### src/hdl/lbp3_pkg.sv
// Shared types and constants for the 3x3 local binary pattern stream unit.
// No dependencies; lbp3_seq, lbp3_win and the top level refer to this package by scope.
package lbp3_pkg;

   localparam int MAX_LINE   = 1024;
   localparam int MAX_HEIGHT = 1024;
   localparam int PIX_W      = 8;
   localparam int CFG_W      = 11;
   localparam int CSR_IDX_W  = 2;
   localparam int COL_W      = $clog2(MAX_LINE);
   localparam int WID_W      = $clog2(MAX_LINE + 1);
   localparam int ROW_W      = $clog2(MAX_HEIGHT);
   localparam int HGT_W      = $clog2(MAX_HEIGHT + 1);
   localparam int MIN_SIZE   = 3;

   localparam logic [CFG_W-1:0] WIDTH_RESET  = CFG_W'(640);
   localparam logic [CFG_W-1:0] HEIGHT_RESET = CFG_W'(480);

   // register indexes
   localparam logic [CSR_IDX_W-1:0] CSR_FRAME_WIDTH  = CSR_IDX_W'(0);
   localparam logic [CSR_IDX_W-1:0] CSR_FRAME_HEIGHT = CSR_IDX_W'(1);

   // item kinds
   localparam logic KIND_PIXEL = 1'b0;
   localparam logic KIND_FLUSH = 1'b1;

   typedef struct packed {
      logic             kind;
      logic [PIX_W-1:0] grey_value;
   } req_type;

   typedef struct packed {
      logic [PIX_W-1:0] pattern_code;
      logic             frame_end;
   } rsp_type;

   // control handed from the sequencer to the compute stage
   typedef struct packed {
      logic             emit;
      logic             is_pixel;
      logic             border;
      logic             last;
      logic [COL_W-1:0] col;
   } stage_ctl_type;

   typedef struct packed {
      logic             tail;
      logic [COL_W-1:0] in_col;
      logic [ROW_W-1:0] in_row;
   } seq_stat_type;

endpackage

### src/hdl/lbp3_seq.sv
// Frame sequencer: size registers, input/output raster counters, tail state.
// Depends on lbp3_pkg.
module lbp3_seq (
   input  logic                              clock,
   input  logic                              reset,
   input  logic                              csr_wr_en,
   input  logic [lbp3_pkg::CSR_IDX_W-1:0]    csr_index,
   input  logic [lbp3_pkg::CFG_W-1:0]        csr_wdata,
   input  logic                              accept,
   input  logic                              kind,
   output lbp3_pkg::stage_ctl_type           ctl,
   output lbp3_pkg::seq_stat_type            stat
);

   logic [lbp3_pkg::CFG_W-1:0] frame_width_ff, frame_height_ff;
   logic [lbp3_pkg::COL_W-1:0] in_col_ff, in_col_in, out_col_ff, out_col_in;
   logic [lbp3_pkg::ROW_W-1:0] in_row_ff, in_row_in, out_row_ff, out_row_in;
   logic                       tail_ff, tail_in;

   logic [lbp3_pkg::WID_W-1:0] w_eff;
   logic [lbp3_pkg::HGT_W-1:0] h_eff;
   logic                       restart, is_pixel, emit, border, last;
   logic                       in_col_end, in_row_end, out_col_end, out_row_end;
   logic [lbp3_pkg::COL_W-1:0] ic, oc;
   logic [lbp3_pkg::ROW_W-1:0] ir, orw;

   // effective sizes, clamped to the supported range
   always_comb begin
      if (frame_width_ff < lbp3_pkg::CFG_W'(lbp3_pkg::MIN_SIZE)) begin
         w_eff = lbp3_pkg::WID_W'(lbp3_pkg::MIN_SIZE);
      end else if (int'(frame_width_ff) > lbp3_pkg::MAX_LINE) begin
         w_eff = lbp3_pkg::WID_W'(lbp3_pkg::MAX_LINE);
      end else begin
         w_eff = lbp3_pkg::WID_W'(frame_width_ff);
      end
      if (frame_height_ff < lbp3_pkg::CFG_W'(lbp3_pkg::MIN_SIZE)) begin
         h_eff = lbp3_pkg::HGT_W'(lbp3_pkg::MIN_SIZE);
      end else if (int'(frame_height_ff) > lbp3_pkg::MAX_HEIGHT) begin
         h_eff = lbp3_pkg::HGT_W'(lbp3_pkg::MAX_HEIGHT);
      end else begin
         h_eff = lbp3_pkg::HGT_W'(frame_height_ff);
      end
   end

   assign is_pixel = (kind == lbp3_pkg::KIND_PIXEL);
   // a pixel arriving during the tail drops the pending codes and starts a frame
   assign restart  = tail_ff && is_pixel;

   assign ic  = restart ? '0 : in_col_ff;
   assign ir  = restart ? '0 : in_row_ff;
   assign oc  = restart ? '0 : out_col_ff;
   assign orw = restart ? '0 : out_row_ff;

   assign in_col_end  = (lbp3_pkg::WID_W'(ic) + 1'b1) >= w_eff;
   assign in_row_end  = (lbp3_pkg::HGT_W'(ir) + 1'b1) >= h_eff;
   assign out_col_end = (lbp3_pkg::WID_W'(oc) + 1'b1) >= w_eff;
   assign out_row_end = (lbp3_pkg::HGT_W'(orw) + 1'b1) >= h_eff;

   // codes lag the input by one row plus one pixel
   assign emit   = is_pixel ? ((ir >= lbp3_pkg::ROW_W'(2)) ||
                               (ir == lbp3_pkg::ROW_W'(1) && ic != '0))
                            : tail_ff;
   assign border = (orw == '0) || out_row_end || (oc == '0) || out_col_end;
   assign last   = out_row_end && out_col_end;

   always_comb begin
      in_col_in  = in_col_ff;
      in_row_in  = in_row_ff;
      out_col_in = out_col_ff;
      out_row_in = out_row_ff;
      tail_in    = tail_ff;
      if (accept && (is_pixel || tail_ff)) begin
         out_col_in = oc;
         out_row_in = orw;
         if (emit) begin
            if (out_col_end) begin
               out_col_in = '0;
               out_row_in = orw + 1'b1;
            end else begin
               out_col_in = oc + 1'b1;
               out_row_in = orw;
            end
         end
         if (is_pixel) begin
            tail_in = 1'b0;
            if (in_col_end) begin
               in_col_in = '0;
               if (in_row_end) begin
                  in_row_in = '0;
                  tail_in   = 1'b1;
               end else begin
                  in_row_in = ir + 1'b1;
               end
            end else begin
               in_col_in = ic + 1'b1;
               in_row_in = ir;
            end
         end else if (last) begin
            in_col_in  = '0;
            in_row_in  = '0;
            out_col_in = '0;
            out_row_in = '0;
            tail_in    = 1'b0;
         end
      end
   end

   always_ff @(posedge clock) begin
      if (reset) begin
         frame_width_ff  <= lbp3_pkg::WIDTH_RESET;
         frame_height_ff <= lbp3_pkg::HEIGHT_RESET;
         in_col_ff       <= '0;
         in_row_ff       <= '0;
         out_col_ff      <= '0;
         out_row_ff      <= '0;
         tail_ff         <= 1'b0;
      end else if (csr_wr_en &&
                   (csr_index == lbp3_pkg::CSR_FRAME_WIDTH ||
                    csr_index == lbp3_pkg::CSR_FRAME_HEIGHT)) begin
         if (csr_index == lbp3_pkg::CSR_FRAME_WIDTH) begin
            frame_width_ff <= csr_wdata;
         end else begin
            frame_height_ff <= csr_wdata;
         end
         // a size change restarts the frame; line stores are kept
         in_col_ff  <= '0;
         in_row_ff  <= '0;
         out_col_ff <= '0;
         out_row_ff <= '0;
         tail_ff    <= 1'b0;
      end else begin
         in_col_ff  <= in_col_in;
         in_row_ff  <= in_row_in;
         out_col_ff <= out_col_in;
         out_row_ff <= out_row_in;
         tail_ff    <= tail_in;
      end
   end

   assign ctl.emit     = emit;
   assign ctl.is_pixel = is_pixel;
   assign ctl.border   = border;
   assign ctl.last     = last;
   assign ctl.col      = ic;

   assign stat.tail   = tail_ff;
   assign stat.in_col = in_col_ff;
   assign stat.in_row = in_row_ff;

endmodule

### config.mk
export PLATFORM = sky130hd
export DESIGN_NAME = lbp3_seq
export DESIGN_NICKNAME = d
export VERILOG_FILES = /design/src/hdl/lbp3_pkg.sv /design/src/hdl/lbp3_seq.sv
export SDC_FILE = /design/constraint.sdc
export NUM_CORES = 1
export LEC_CHECK = 0
export BUFFER_PORTS_ARGS = -buffer_cell sky130_fd_sc_hd__buf_2
export CORE_MARGIN = 8
export CORE_UTILIZATION = 25
export DETAILED_ROUTE_END_ITERATION = 10
export PLACE_DENSITY = 0.41
export SLEW_MARGIN = 20
export SYNTH_ARGS = -nofsm -noshare
export SYNTH_HDL_FRONTEND = slang
export SYNTH_SLANG_ARGS = --single-unit
### constraint.sdc
create_clock -name clock -period 4.3 [get_ports clock]
set_input_delay 0.215 -clock clock [delete_from_list [all_inputs] [get_ports clock]]
set_output_delay 0.215 -clock clock [all_outputs]
set_load 0.01 [all_outputs]
# After elaboration in Yosys (flattened, before gate mapping)
# Index checks and enable logic that the tools add are counted.
[op_classes]
add_sub_neg = 8
multipliers = 0
div = 0
magnitude_cmp = 9
eq_ne = 3
shifts = 0
mux = 27
bitwise_logic = 2
reduce_logical = 19
[op_table]
columns = ["cell", "n"]
rows = [
  ["two-way mux 10 bit", 18],
  ["adder 10 x 1 -> 11 bit (second input constant)", 4],
  [">= comparator 11 bit", 4],
  ["two-way mux 11 bit", 4],
  ["adder 10 x 1 -> 10 bit (second input constant)", 4],
  ["greater-than comparator 11 bit (second input constant)", 2],
  ["< comparator 11 x 2 -> 1 bit (second input constant)", 2],
  ["zero test 10 bit", 2],
  ["== test 10 x 1 -> 1 bit (second input constant)", 1],
  [">= comparator 10 x 2 -> 1 bit (second input constant)", 1],
  ["nonzero test 10 bit", 1],
  ["logical OR 1 bit", 6],
  ["AND reduction 2 bit", 3],
  ["logical AND 1 bit", 5],
  ["two-way mux 1 bit", 5],
  ["== test 2 x 1 -> 1 bit (second input constant)", 1],
  ["zero test 2 bit", 1],
  ["inequality test 2 x 1 -> 1 bit (second input constant)", 1],
  ["inverter 1 bit", 2],
  ["OR reduction 2 bit", 1],
]
[word_totals]
regBits = 63
latchBits = 0
mem_bits_rw = 0
mem_bits_ro = 0
input_bits = 18
out_inout_bits = 35
memories = 0

# Longest topological paths before layout
[logic_depth]
ltp_word = 10
depth_mapped = 22
ltp_nobuf = 18

# Worst setup path before layout
# OpenSTA, ideal clock, no wires.
[synth_timing]
kind = "reg-to-reg"
startpoint = "register tail_ff"
endpoint = "register out_col_ff[3] (netlist name)"
setup_ns = 0.062
arrival_ns = 4.278
required_time_ns = 4.238
path_slack_ns = -0.040
stages_incl_launch_ff = 21
cell_sequence = "dfxtp_1 > buf_2 > nand2b_1 > clkbuf_1 > clkbuf_1 > nand2_1 > inv_1 > ha_1 > nand2_1 > nor2_1 > and3_1 > and3_1 > and4_1 > ha_1 > a2111oi_0 > o221ai_1 > a21oi_1 > nor2_1 > a31o_2 > o21ai_0 > a32o_1"
[synth_via]
elab_chain_len = 9
word_cells_on_any_way = 23
classes_between = "3 x add/sub; 3 x order compare; 1 x eq/ne; 9 x mux; 7 x reduce/logical"
[synth_rtl]
columns = ["item", "line_no", "source"]
rows = [
  ["start: declaration", "lbp3_seq.sv:18", "logic tail_ff, tail_in;"],
  ["start signal: assignment", "lbp3_seq.sv:136", "tail_ff <= tail_in;"],
  ["parallel branches: the longest is 9 deep, another holds adder 10 x 1 -> 11 bit", "--", ""],
  ["end signal: assignment", "lbp3_seq.sv:134", "out_col_ff <= out_col_in;"],
  ["end: declaration", "lbp3_seq.sv:16", "logic [lbp3_pkg::COL_W-1:0] in_col_ff, in_col_in, out_col_ff, out_col_in;"],
]
# Parallel ways; which one is timed is not known.
# A chain may end at the register's enable or synchronous reset.

==> impl_metrics.tcl <==
set metrics [dict create \
    avgSynthCellArea_um2 7.50 \
    stdcell_count 921 \
    portBuffers 52 \
    vias_per_cell 5.23 \
    netlist_top_cells_area "dfxtp_1 26%, ha_1 14%, nand2_1 9.6%" \
    die_y_um 155 \
    synth.most_common_cell "nand2_1" \
    path_class "reg -> out" \
    route.final.wire_length_mm 15.8 \
    die_x_um 155 \
    syn_nets 712 \
    clock_path_buffers 2 \
    cts_setup_buffers 0 \
    hold_path.class "in -> reg" \
    syn2layout_area_growth_pct 17.6 \
    fin_crit_ns 4.02 \
    grt_pass1_wl_mm 25.5 \
    p_total_w 0.00155 \
    cellPowerDensity_nw_per_um2 273 \
    dp_hpwl_mm 12.1 \
    ys.warnings.count 0 \
    cts_tree "yes" \
    vdd_drop_max_mv 0.176 \
    synth_commonest_cells "123 x nand2_1, 63 x dfxtp_1, 53 x ha_1" \
    timing.hold.ws_ns 0.123 \
    synth_area_leader_cell "dfxtp_1" \
    vias 4819 \
    setup_viol 0 \
    synth_top_area_share_pct 26.2 \
    grt_overflow 0 \
    endpoint_kind "output pin" \
    routedWlPerCell_um 17.1 \
    synth_edf_count 0 \
    finalHoldViolCount 0 \
    status "completed" \
    rsz0062_at_grt "no" \
    finalCritPeriodShare_pct 93.4 \
    fp.coreArea_um2 18800 \
    netlist_area_um2 4810 \
    clock-sinks 63 \
    clk_latency_ns 0.35 \
    tns_ns 0 \
    setup_slack_ns 0.284 \
    io_pins 53 \
    fmax_ghz 0.249 \
    async_flop_share_pct 0 \
    r2r_slack_ns 0.32 \
    clk_pin_slew_ns 0.06 \
    p_leak_nw 2.57 \
    critPathMaxFanout 11 \
    ys_ff_latch 63 \
    worst_ep_arrival_time_ns 3.80 \
    maxCapViolCount 0 \
    crit_required_ns 4.09 \
    tightest_slew_ns 0.635 \
    grt_max_degree 25 \
    die-area_um2 23900 \
    slew_viol_final 0 \
    grt_pass1_vias 4754 \
    drt_iter0_markers 324 \
    synth_cells 641 \
    htree_levels 3 \
    root_buffer "clkbuf_16" \
    fin_worst_skew_ns 0.00781 \
    cts-buffers-inserted 9 \
    layout-drive-gt1-share_pct 13.7 \
    dr.pass1.iters 4 \
    ys_seq_area_share_pct 26.2 \
    synthFlopType "dfxtp_1" \
    synth_cell_types 60 \
    gp_congestion 0.818 \
    dp_cells 905 \
    cts.repair.resized 0 \
    n_antenna_cell 0 \
    antenna_left 0 \
    worst_setup_path_start_kind "flip-flop" \
    cts.hold.buffers_added 0 \
    rows 50 \
    antenna_found_initial 0 \
    pre_cts_ws_ns 0.160 \
    num-nets-final 753 \
    drc 0 \
    track_usage_pct 13.3 \
    initial_core_util_pct 25.6 \
    relSlewSlack_pct 57.6 \
]
-- final cells by class --
cell class,instances,area (um2)
repair buffers,66,365
flip-flops and latches,63,1260
inverters,24,90.1
well taps,234,293
clock inverters,6,92.6
fillers,2043,13100
clock buffers,10,239
multi-input cells,518,3310
-- critical path: stages (launching register included) --
cell and delay [ns]:
dfxtp_1 0.36, nand2b_4 0.11, nand2_1 0.09, inv_1 0.11
ha_1 0.25, nand4_1 0.21, or3_1 0.35, a21oi_1 0.21
ha_1 0.28, a21o_1 0.16, a221o_1 0.35, a41oi_1 0.23
o21ai_1 0.17, buf_4 0.21, nor2_1 0.12, nand2_1 0.07
buf_2 0.15
-- final timing paths --
check                      from            endpoint  cells after the start
max                     tail_ff             ctl[11]                     16
min               csr_wdata[10]  frame_width_ff[10]                      3
max reg2reg             tail_ff        in_row_ff[7]                     17
min reg2reg  frame_height_ff[1]  frame_height_ff[1]                      2
-- routing by layer --
layer	vias to the layer above	track usage (%)	routed length, um	part of all wire (%)
met5	-	0	0	0
li1	2382	-	-	-
met3	20	3.48	928	5.9
met4	0	3.41	189	1.2
met2	154	21.3	7130	45
met1	2263	17.4	7510	48
-- state kept, by name, summed over array words and instances (netlist names) --
signal,count
in_row_ff,10
out_col_ff,10
out_row_ff,10
tail_ff,1
in_col_ff,10
frame_height_ff,11
frame_width_ff,11
-- where the power goes --
group	switching [W]	total (W)	internal [W]	leakage [nW]
sequential	0.00000667	0.000599	0.000592	0.509
clock	0.000305	0.000832	0.000527	0.155
combinational	0.0000766	0.000115	0.0000384	1.90
total	0.000389	0.00155	0.00116	2.57
-- per-stage QoR --
stage / area (um2) / utilization (%)
finish: 5660 / 30.1
global route: 5660 / 30.1
CTS: 5630 / 30.0
detailed placement: 5300 / 28.2
global placement: 5300 / 28.2
floorplan: 4810 / -
-- logic make-up after synthesis --
kind of cell	after synthesis	synth area share (%)
XOR/XNOR	27	4.92
multiplexers	3	0.625
buffers and inverters	60	5.36
AND/OR/NAND/NOR	282	28.0
adder cells (fa/ha/maj)	53	13.8
AO/OA/AOI/OAI	153	21.1
flip-flops	63	26.2
-- layout by cell type, fill, tap and decap left out, drive strengths merged, types with 5 or more instances in the layout --
cell type and instances:
nor2b 11, nand3 22, a21o 12, buf 66, nand4 8, dfxtp 63
nand2 123, a22o 5, xor2 7, o21ai 26, a22oi 10, clkbuf 10
ha 53, a21oi 47, a31oi 6, nor3 12, or4 6, xnor2 20
a21boi 5, and3 16, nor4 6, nor2 43, inv 23, nand3b 6
and2 13
No activity file was read; power rests on OpenSTA's default activity.
