File: config.mk
export PLATFORM = sky130hd
export DESIGN_NAME = lbp3_win
export DESIGN_NICKNAME = d
export VERILOG_FILES = /design/src/hdl/lbp3_pkg.sv /design/src/hdl/lbp3_win.sv
export SDC_FILE = /design/constraint.sdc
export NUM_CORES = 1
export LEC_CHECK = 0
export ABC_AREA = 1
export BUFFER_PORTS_ARGS = -buffer_cell sky130_fd_sc_hd__buf_2
export CAP_MARGIN = 25
export CORE_UTILIZATION = 45
export CTS_BUF_LIST = sky130_fd_sc_hd__clkbuf_2
export DETAILED_ROUTE_END_ITERATION = 12
export MAX_ROUTING_LAYER = met4
export PLACE_DENSITY = 0.66
export SLEW_MARGIN = 20
export SYNTH_ARGS = -nofsm -noshare
export SYNTH_HDL_FRONTEND = slang
export SYNTH_SLANG_ARGS = --single-unit
File: constraint.sdc
create_clock -name clock -period 1.55 [get_ports clock]
set_clock_uncertainty 0.2 [all_clocks]
set_input_delay 0.31 -clock clock [delete_from_list [all_inputs] [get_ports clock]]
set_output_delay 0.31 -clock clock [all_outputs]
set_load 0.02 [all_outputs]
File: src/hdl/lbp3_pkg.sv
// Shared types and constants for the 3x3 local binary pattern stream unit.
// No dependencies; lbp3_seq, lbp3_win and the top level refer to this package by scope.
package lbp3_pkg;

   localparam int MAX_LINE   = 1024;
   localparam int MAX_HEIGHT = 1024;
   localparam int PIX_W      = 8;
   localparam int CFG_W      = 11;
   localparam int CSR_IDX_W  = 2;
   localparam int COL_W      = $clog2(MAX_LINE);
   localparam int WID_W      = $clog2(MAX_LINE + 1);
   localparam int ROW_W      = $clog2(MAX_HEIGHT);
   localparam int HGT_W      = $clog2(MAX_HEIGHT + 1);
   localparam int MIN_SIZE   = 3;

   localparam logic [CFG_W-1:0] WIDTH_RESET  = CFG_W'(640);
   localparam logic [CFG_W-1:0] HEIGHT_RESET = CFG_W'(480);

   // register indexes
   localparam logic [CSR_IDX_W-1:0] CSR_FRAME_WIDTH  = CSR_IDX_W'(0);
   localparam logic [CSR_IDX_W-1:0] CSR_FRAME_HEIGHT = CSR_IDX_W'(1);

   // item kinds
   localparam logic KIND_PIXEL = 1'b0;
   localparam logic KIND_FLUSH = 1'b1;

   typedef struct packed {
      logic             kind;
      logic [PIX_W-1:0] grey_value;
   } req_type;

   typedef struct packed {
      logic [PIX_W-1:0] pattern_code;
      logic             frame_end;
   } rsp_type;

   // control handed from the sequencer to the compute stage
   typedef struct packed {
      logic             emit;
      logic             is_pixel;
      logic             border;
      logic             last;
      logic [COL_W-1:0] col;
   } stage_ctl_type;

   typedef struct packed {
      logic             tail;
      logic [COL_W-1:0] in_col;
      logic [ROW_W-1:0] in_row;
   } seq_stat_type;

endpackage

File: src/hdl/lbp3_win.sv
// 3x3 window shift registers and the eight strict-greater compares.
// Depends on lbp3_pkg.
module lbp3_win (
   input  logic                       clock,
   input  logic                       shift,
   input  logic [lbp3_pkg::PIX_W-1:0] top_pix,
   input  logic [lbp3_pkg::PIX_W-1:0] mid_pix,
   input  logic [lbp3_pkg::PIX_W-1:0] bot_pix,
   output logic [lbp3_pkg::PIX_W-1:0] code
);

   // 0..2: column two back (top, mid, bottom), 3..5: previous column
   logic [lbp3_pkg::PIX_W-1:0] win_ff [6];
   logic [lbp3_pkg::PIX_W-1:0] ctr;

   assign ctr = win_ff[4];

   always_comb begin
      code[0] = win_ff[0] > ctr;
      code[1] = win_ff[3] > ctr;
      code[2] = top_pix   > ctr;
      code[3] = win_ff[1] > ctr;
      code[4] = mid_pix   > ctr;
      code[5] = win_ff[2] > ctr;
      code[6] = win_ff[5] > ctr;
      code[7] = bot_pix   > ctr;
   end

   always_ff @(posedge clock) begin
      if (shift) begin
         win_ff[0] <= win_ff[3];
         win_ff[1] <= win_ff[4];
         win_ff[2] <= win_ff[5];
         win_ff[3] <= top_pix;
         win_ff[4] <= mid_pix;
         win_ff[5] <= bot_pix;
      end
   end

endmodule

# Word-level counts from Yosys, hierarchy flattened
# Memory sizes are Yosys's and may differ from the RTL's.
# Cells that the tools add are included.
# W data, S select, Z words.
# classes
n_mux	2
order_cmp	8
# op_table
op	n
$gt A8 B8 Y1	8
$mux W1	2
# word_totals
inputBits	26
ff_bits	0
mem_bits_rw	48
memories	1
# memory_table
name	depth	width	rd	rd_clocked_by_memory_dff	write_ports	line_no	source
win_ff	6	8	6	0	6	lbp3_win.sv:13	logic [lbp3_pkg::PIX_W-1:0] win_ff [6];

# Depth between registers and ports, before layout
# Gate-level depths: netlist of run 1.
# depth
word_depth	2
ltp_mapped	9
depth_no_buf	9

# Least setup slack after synthesis of run 1
# OpenSTA, ideal clock, no wires.
# synth_path
path_kind	flip-flop to output port
from	memory win_ff[4][7] (netlist name)
to	output code[4] (netlist name)
t_required_ns	1.040
slack_ns	-0.345
stages_incl_launch_ff	8
arrival_time_ns	1.385
path_cell_list	edfxtp_1 -> inv_1 -> ha_1 -> nand2_1 -> nor2_2 -> nand3_1 -> nor2_1 -> a21oi_1
# synth_lines
item	line_no	source
from (decl)	lbp3_win.sv:13	
to (decl)	lbp3_win.sv:9	output logic [lbp3_pkg::PIX_W-1:0] code

==> results.cfg, run 1 <==
[critical_path]
reg2reg_setup_slack_ns = 0.52
cp-endpoint = code[6]
cp-end-kind = output pin
startpoint = win_ff[4][7]
start_kind = register
critPathKind = register to output pin
regToRegStartpoint = win_ff[4][1]
reg2reg_depth = 1
cp.required_ns = 1.04
regToRegEndpoint = win_ff[1][1]
worstPathMaxFanout = 8
cp.arrival_ns = 1.92

[global_route]
grt_pass1_wl_um = 10500
grtUsageTotal = 0.199
grt.overflow.total = 0
grt_max_degree = 49
grt_pass1_vias = 2256
antenna_found_initial = 0

[timing]
worstMarginPinSlew_ns = 0.257
timing.fmax_mhz = 411
max_slew_margin = 0.829
finalCritPeriodShare = 1.57
min_period_ns = 2.43
finalSetupViolCount = 8
finalHoldViolCount = 0
layout_setup_ws_ns = -0.883
rsz0062_at_grt = yes
holdWs_ns = 0.181
slew_viol_final = 0

[clock_tree]
cts_max_path_buffers = 2
clkSinkCount = 48
cts_tree = built
cts-buffers-inserted = 5
cts.reportedPaths.clkPinSlew_ns = 0.23
htree_levels = 2
root_buffer = clkbuf_2
clock_latency_ns = 0.39

[pwr]
ir_drop_mv = 0.560
p_per_area_nw_per_um2 = 763
power.leakage_uw = 0.00180
totalPowerFinal_uw = 3160

[final_layout]
fill_cells = 481
largest_reg_flops = 48
final_cell_mix = nand2_1, edfxtp_1, ha_1, inv_1, buf_2
nNetsFinal = 448
final_cell_area_um2 = 4140
drive_gt1_frac = 0.374
fin_cells = 435
seqCellArea_um2 = 1440
diodes = 0
final_core_util = 0.648
multi_input_area_um2 = 1880
final_common_cell = nand2_1
reg_top3 = win_ff (48)
area_delta_synth_final_pct = 38.2
largest-register = win_ff

[detailed_routing]
drt_iter0_drc = 104
firstDrtPassIters = 4
totalWireLength_um = 6050
routedWlPerCell_um = 13.9
vias = 2182
drc_errors = 0
ant_nets = 0
avgViaCountPerCell = 5.02

[placed_design]
hpwl_um = 4070
io_buffers = 33
gp_congestion = 0.788
dpl_cell_area_um2 = 3460
dp.cells = 402

[synth]
yosys.area_share.simple = 0.140
postSynthCellCount = 287
synthMuxAreaShare = 0
syn_area_per_cell_um2 = 10.4
syn-num-nets = 377
synth_top_family_by_area = adder cells
synth_fa_ha_area_frac = 0.267
syn_area_um2 = 3000
synth_seq_cells = 48
synth_warnings = 0
synthDistinctLibCells = 10
synth_compound_gate_area_share = 0.0626
ys_seq_area_frac = 0.481
synth_xor_area_frac = 0

[die]
chipWidth_um = 83.6
rows = 29
core_area_um2 = 6390
initial_utilization = 0.469
die_area_um2 = 6990
die_h_um = 83.6
ios = 34

[flow_run]
maxCapViolCount = 0

[min_path]
holdPathStages = 2
min-delay-path-class = primary input to register

[status]
violations = negative setup slack
status = finished with violations
==> cell type report <==
class / instances / area share
clock inverter: 2 / 0.00181
timing repair buffer: 64 / 0.126
tap: 77 / 0.0233
inverter: 39 / 0.0402
clock buffer: 5 / 0.00604
sequential: 48 / 0.348
multi-input combinational: 200 / 0.455
==> where the power goes <==
| part | internal, µW | switching (µW) |
|---|---|---|
| Clock | 93.1 | 370 |
| Sequential | 1540 | 51.8 |
| Combinational | 513 | 590 |
==> per-stage QoR <==
stage / setup WS (ns) / setup TNS (ns)
finish: -0.883 / -6.79
global route: -1.02 / -7.84
CTS: -0.883 / -6.90
detailed placement: -0.479 / -3.43
global placement: -0.463 / -3.26
floorplan: -0.150 / -1.17
==> logic make-up after synthesis <==
kind of cell    count (synthesis)
buf+inv                        39
fa+ha+maj                      64
compound gates                 32
simple gates                  104
flops                          48
==> worst min-delay path by stage <==
stage	from	end	slack [ns]
2_1_floorplan	top_pix[0]	win_ff[3][0]	0.21
3_3_place_gp	win_ff[3][0]	win_ff[0][0]	0.23
3_5_place_dp	win_ff[5][0]	win_ff[2][0]	0.24
4_1_cts	shift	win_ff[2][7]	0.17
5_1_grt	shift	win_ff[2][7]	0.17
6_report	shift	win_ff[2][0]	0.18
==> worst max-delay path, stage by stage (launching register included) <==
cell and delay, ns:
edfxtp_1 0.44, inv_4 0.10, ha_1 0.33, nand2_2 0.09, nor2_4 0.14, nand3_2 0.12
nor2_4 0.13, a21oi_4 0.04, buf_6 0.13
==> metal layers <==
layer / global-route usage / share of wire / vias up
li1: - / - / 1127
met1: 0.250 / 0.45 / 1016
met5: - / 0 / -
met4: 0.0416 / 0.015 / 0
met2: 0.339 / 0.50 / 32
met3: 0.0326 / 0.032 / 7
==> cells in the mapped netlist <==
| cell | instances | area [µm²] |
|---|---|---|
| inv_1 | 39 | 146 |
| nand3_1 | 8 | 40.0 |
| edfxtp_1 | 48 | 1440 |
| a21o_2 | 6 | 52.6 |
| nand2_1 | 64 | 240 |
| a21oi_1 | 24 | 120 |
| ha_1 | 64 | 801 |
| nor2_1 | 24 | 90.1 |
| a21o_1 | 2 | 15.0 |
| nor2_2 | 8 | 50.1 |
==> timing repair <==
item                                   4_1_cts  5_1_grt
setup endpoints to repair                    8        8
gates resized for setup                     71        6
pin swaps                                   30        0
buffers inserted                             1        1
hold buffers                                24        0
gates cloned                                 0        0
endpoints found under the hold margin       24        0
Power figures use the tool's default switching activity.
==> run 2, diff against run 1 <==
Settings changed: PLACE_DENSITY 0.66 to 0.72.
==> results.cfg, run 2 (synthesis gave the netlist of run 1 again) <==
[final_layout]
diodes = 0
nNetsFinal = 445
area_delta_synth_final_pct = 44.9
fill_cells = 452
largest-register = win_ff
final_common_cell = edfxtp_1
final_cell_mix = edfxtp_1, nand2_1, ha_1, inv_1
drive_gt1_frac = 0.439
largest_reg_flops = 48
reg_top3 = win_ff (48)
final_cell_area_um2 = 4340

[min_path]
holdPathStages = 2
min-delay-path-class = primary input to register
min_from = shift
worstHoldEndpoint = win_ff[2][6]

[pwr]
p_per_area_nw_per_um2 = 759
power.leakage_uw = 0.00179
ir_drop_mv = 0.432
totalPowerFinal_uw = 3300

[detailed_routing]
routedWlPerCell_um = 15.7
vias = 2227
avgViaCountPerCell = 5.16
drt_iter0_drc = 125
drc_errors = 0
totalWireLength_um = 6780
firstDrtPassIters = 4
ant_nets = 0

[critical_path]
cp-end-kind = output pin
start_kind = register
startpoint = win_ff[4][4]
reg2reg_setup_slack_ns = 0.53
reg2reg_depth = 1
worstPathMaxFanout = 8
cp.arrival_ns = 1.92
cp.required_ns = 1.04
regToRegEndpoint = win_ff[1][0]
critPathKind = register to output pin
regToRegStartpoint = win_ff[4][0]

[timing]
finalHoldViolCount = 0
finalSetupViolCount = 8
worstMarginPinSlew_ns = 0.269
min_period_ns = 2.43
finalCritPeriodShare = 1.57
rsz0062_at_grt = yes
max_slew_margin = 0.821
slew_viol_final = 0
layout_setup_ws_ns = -0.877
timing.fmax_mhz = 412

[placed_design]
pre_cts_ws_ns = -0.469
hpwl_um = 4370
dpl_cell_area_um2 = 3450
io_buffers = 33
gp_congestion = 0.797

[die]
rows = 29
ios = 34
core_area_um2 = 6390
die_area_um2 = 6990
die_h_um = 83.6
initial_utilization = 0.469
chipWidth_um = 83.6

[clock_tree]
clock_latency_ns = 0.40
cts_max_path_buffers = 2
clkSinkCount = 48
root_buffer = clkbuf_2
cts.reportedPaths.clkPinSlew_ns = 0.22
htree_levels = 2
cts-buffers-inserted = 5
cts_tree = built

[global_route]
grt_max_degree = 49
antenna_found_initial = 0
grt_pass1_wl_um = 11200
grt.overflow.total = 0
grt_pass1_vias = 2383
grtUsageTotal = 0.212

[flow_run]
maxCapViolCount = 0

[status]
status = finished with violations
violations = negative setup slack
[run 2: changes by cell type in the layout (fill, tap and decap cells not counted), sizes merged]
cell	previous run	this run
buf	40	37
[run 2: area by class of cell]
| cell class | count | area (µm²) | share of cell area |
|---|---|---|---|
| clock buffers | 5 | 25.0 | 0.00576 |
| clock inverters | 2 | 7.51 | 0.00173 |
| inverters | 39 | 169 | 0.0389 |
| multi-input cells | 200 | 2100 | 0.485 |
| flip-flops and latches | 48 | 1440 | 0.332 |
| well taps | 77 | 96.3 | 0.0222 |
| repair buffers | 61 | 498 | 0.115 |
[run 2: timing repair]
| action | CTS | global route |
|---|---|---|
| gates resized for setup | 102 | 8 |
| endpoints found under the hold margin | 24 | 0 |
| setup buffers | 0 | 0 |
| hold buffers | 24 | 0 |
| pin swaps | 46 | 0 |
| endpoints found under the setup margin | 8 | 8 |
[run 2: worst max path at each step]
stage	slack (ns)	to
2_1_floorplan	-0.15	code[2]
3_3_place_gp	-0.44	code[3]
3_5_place_dp	-0.47	code[3]
4_1_cts	-0.88	code[3]
5_1_grt	-1.00	code[1]
6_report	-0.88	code[3]
[run 2: routing by layer]
metal  up-vias  global-route usage  part of all wire
met5         -                   -                 0
met4         0              0.0462            0.0056
met3         4              0.0326             0.040
met2        49               0.377              0.52
met1      1054               0.256              0.44
li1       1120                   -                 -
[run 2: through the flow]
stage / cells / hold slack (ns) / TNS, ns / utilization
2_1_floorplan: 287 / 0.209 / -1.17 / -
3_3_place_gp: 401 / 0.232 / -3.17 / 0.541
3_5_place_dp: 401 / 0.242 / -3.51 / 0.541
4_1_cts: 432 / 0.157 / -6.94 / 0.669
5_1_grt: 432 / 0.161 / -7.84 / 0.680
6_report: 432 / 0.190 / -6.79 / 0.680
[run 2: critical path: stages (launching register included)]
cell and delay [ns]:
edfxtp_1 0.46, inv_4 0.12, ha_1 0.31, nand2_2 0.06, nor2_4 0.15, nand3_2 0.11, nor2_4 0.13, a21oi_4 0.04
buf_6 0.13
[run 2: report_power, final]
part	switching, µW	total [µW]	leakage [µW]	internal [µW]
Clock	373	466	0.0000239	93.1
Combinational	652	1230	0.00129	573
Sequential	63.3	1600	0.000470	1540
==> run 3, diff against run 2 <==
--- a/config.mk
+++ b/config.mk
@@ -9,9 +9,11 @@
 export BUFFER_PORTS_ARGS = -buffer_cell sky130_fd_sc_hd__buf_2
 export CAP_MARGIN = 25
-export CORE_UTILIZATION = 45
+export CELL_PAD_IN_SITES_DETAIL_PLACEMENT = 1
+export CELL_PAD_IN_SITES_GLOBAL_PLACEMENT = 1
+export CORE_UTILIZATION = 43
 export CTS_BUF_LIST = sky130_fd_sc_hd__clkbuf_2
 export DETAILED_ROUTE_END_ITERATION = 12
 export MAX_ROUTING_LAYER = met4
-export PLACE_DENSITY = 0.72
+export PLACE_DENSITY = 0.84
 export SLEW_MARGIN = 20
 export SYNTH_ARGS = -nofsm -noshare
--- a/constraint.sdc
+++ b/constraint.sdc
@@ -3,3 +3,3 @@
 set_input_delay 0.31 -clock clock [delete_from_list [all_inputs] [get_ports clock]]
 set_output_delay 0.31 -clock clock [all_outputs]
-set_load 0.02 [all_outputs]
+set_load 0.01 [all_outputs]
==> results.cfg, run 3 (synthesis gave the netlist of run 1 again) <==
[final_layout]
final_common_cell = ha_1
diodes = 0
drive_gt1_frac = 0.372
area_delta_synth_final_pct = 32.7
final_cell_area_um2 = 3980
nNetsFinal = 457
final_cell_mix = ha_1, edfxtp_1, nand2_1, buf_2, inv_1
largest-register = win_ff
largest_reg_flops = 48
final_core_util = 0.589
fill_cells = 738
reg_top3 = win_ff (48)

[clock_tree]
cts_tree = built
cts-buffers-inserted = 5
clkSinkCount = 48
cts.reportedPaths.clkPinSlew_ns = 0.25
root_buffer = clkbuf_2
clock_latency_ns = 0.44
htree_levels = 2
cts_max_path_buffers = 2

[critical_path]
start_kind = register
crit_path_cell_trace = clkinvlp_4 > buf_8 > ha_4 > nand2_4 > inv_2 > nand2_2 > nand2_2 > nand2_2 > a21oi_2 > buf_2
regToRegStartpoint = win_ff[4][7]
cp_slowest_stage_delay_ns = 0.46
reg2reg_setup_slack_ns = 0.40
worst-path-buf-inv = 4
cp.arrival_ns = 2.07
critPathSlowestCell = edfxtp_1
cp_common_cell = nand2_2
reg2reg_depth = 2
cpLargestDelayFamily = buffers and inverters
regToRegEndpoint = win_ff[1][7]
cp.required_ns = 1.04
critPathKind = register to output pin
worstPathMaxFanout = 5
cp-end-kind = output pin

[detailed_routing]
drt_iter0_drc = 79
ant_nets = 0
totalWireLength_um = 8040
drc_errors = 0
avgViaCountPerCell = 5.20
routedWlPerCell_um = 17.9
vias = 2329
firstDrtPassIters = 4

[timing]
min_period_ns = 2.58
finalSetupViolCount = 8
finalCritPeriodShare = 1.66
layout_setup_ws_ns = -1.03
max_slew_margin = 0.819
timing.fmax_mhz = 388
slew_viol_final = 0
finalHoldViolCount = 0
rsz0062_at_grt = yes
worstMarginPinSlew_ns = 0.272

[placed_design]
hpwl_um = 4980
pre_cts_ws_ns = -0.518
dpl_cell_area_um2 = 3370
gp_congestion = 0.787
io_buffers = 33

[status]
violations = negative setup slack
status = finished with violations

[global_route]
antenna_found_initial = 0
grtUsageTotal = 0.229
grt_pass1_vias = 2575
grt_max_degree = 49
grt_pass1_wl_um = 12200
grt.overflow.total = 0

[die]
die_area_um2 = 7310
ios = 34
chipWidth_um = 85.5
initial_utilization = 0.444
rows = 30
core_area_um2 = 6760
die_h_um = 85.5

[pwr]
power.leakage_uw = 0.00180
p_per_area_nw_per_um2 = 793
ir_drop_mv = 0.331

[min_path]
min_from = shift
holdPathStages = 2
min-delay-path-class = primary input to register
worstHoldEndpoint = win_ff[2][0]

[flow_run]
maxCapViolCount = 0
-- run 3: worst reg2reg max path, cell delays in order (launching register included) --
cell	delay, ns
edfxtp_1	0.48
buf_4	0.16
buf_4	0.12
-- run 3: per-stage QoR --
stage	power [µW]	std cells	TNS [ns]	hold WS, ns
final	3150	448	-7.76	0.147
after global routing	3320	448	-8.55	0.128
after detailed placement	2380	405	-3.79	0.250
after floorplan	2090	287	-0.767	0.209
after CTS	3030	446	-7.08	0.152
after global placement	2310	405	-3.05	0.227
-- run 3: power by group --
part / internal, µW / switching, µW
combinational: 468 / 573
clock: 101 / 416
sequential: 1540 / 54.2
total: 2110 / 1040
-- run 3: worst max-delay path by stage --
stage,startpoint,cells after the start,end
finish,win_ff[4][2],10,code[6]
global route,win_ff[4][7],8,code[6]
CTS,win_ff[4][2],10,code[6]
detailed placement,win_ff[4][2],9,code[6]
global placement,win_ff[4][5],7,code[3]
floorplan,win_ff[4][7],5,code[4]
-- run 3: layout make-up --
type                            instances  area [µm²]  area share
Multi-Input combinational cell        200        1690       0.425
Timing Repair Buffer                   73         549       0.138
Clock buffer                            5        25.0     0.00629
Clock inverter                          3        13.8     0.00346
Tap cell                               80         100      0.0252
Inverter                               39         158      0.0396
Sequential cell                        48        1440       0.362
-- run 3: what timing repair did --
| item | CTS | global route |
|---|---|---|
| hold buffers | 24 | 0 |
| resized for setup | 26 | 29 |
| buffers inserted | 9 | 2 |
| gates cloned | 0 | 0 |
| hold endpoints to repair | 24 | 0 |
| setup endpoints to repair | 8 | 8 |
| pin swaps | 21 | 17 |
-- run 3: layer usage --
metal	vias to the layer above	wire [µm]	track usage
met3	13	226	0.0331
met4	0	148	0.0818
met5	-	0	-
li1	1143	-	-
met2	52	4380	0.416
met1	1121	3290	0.256
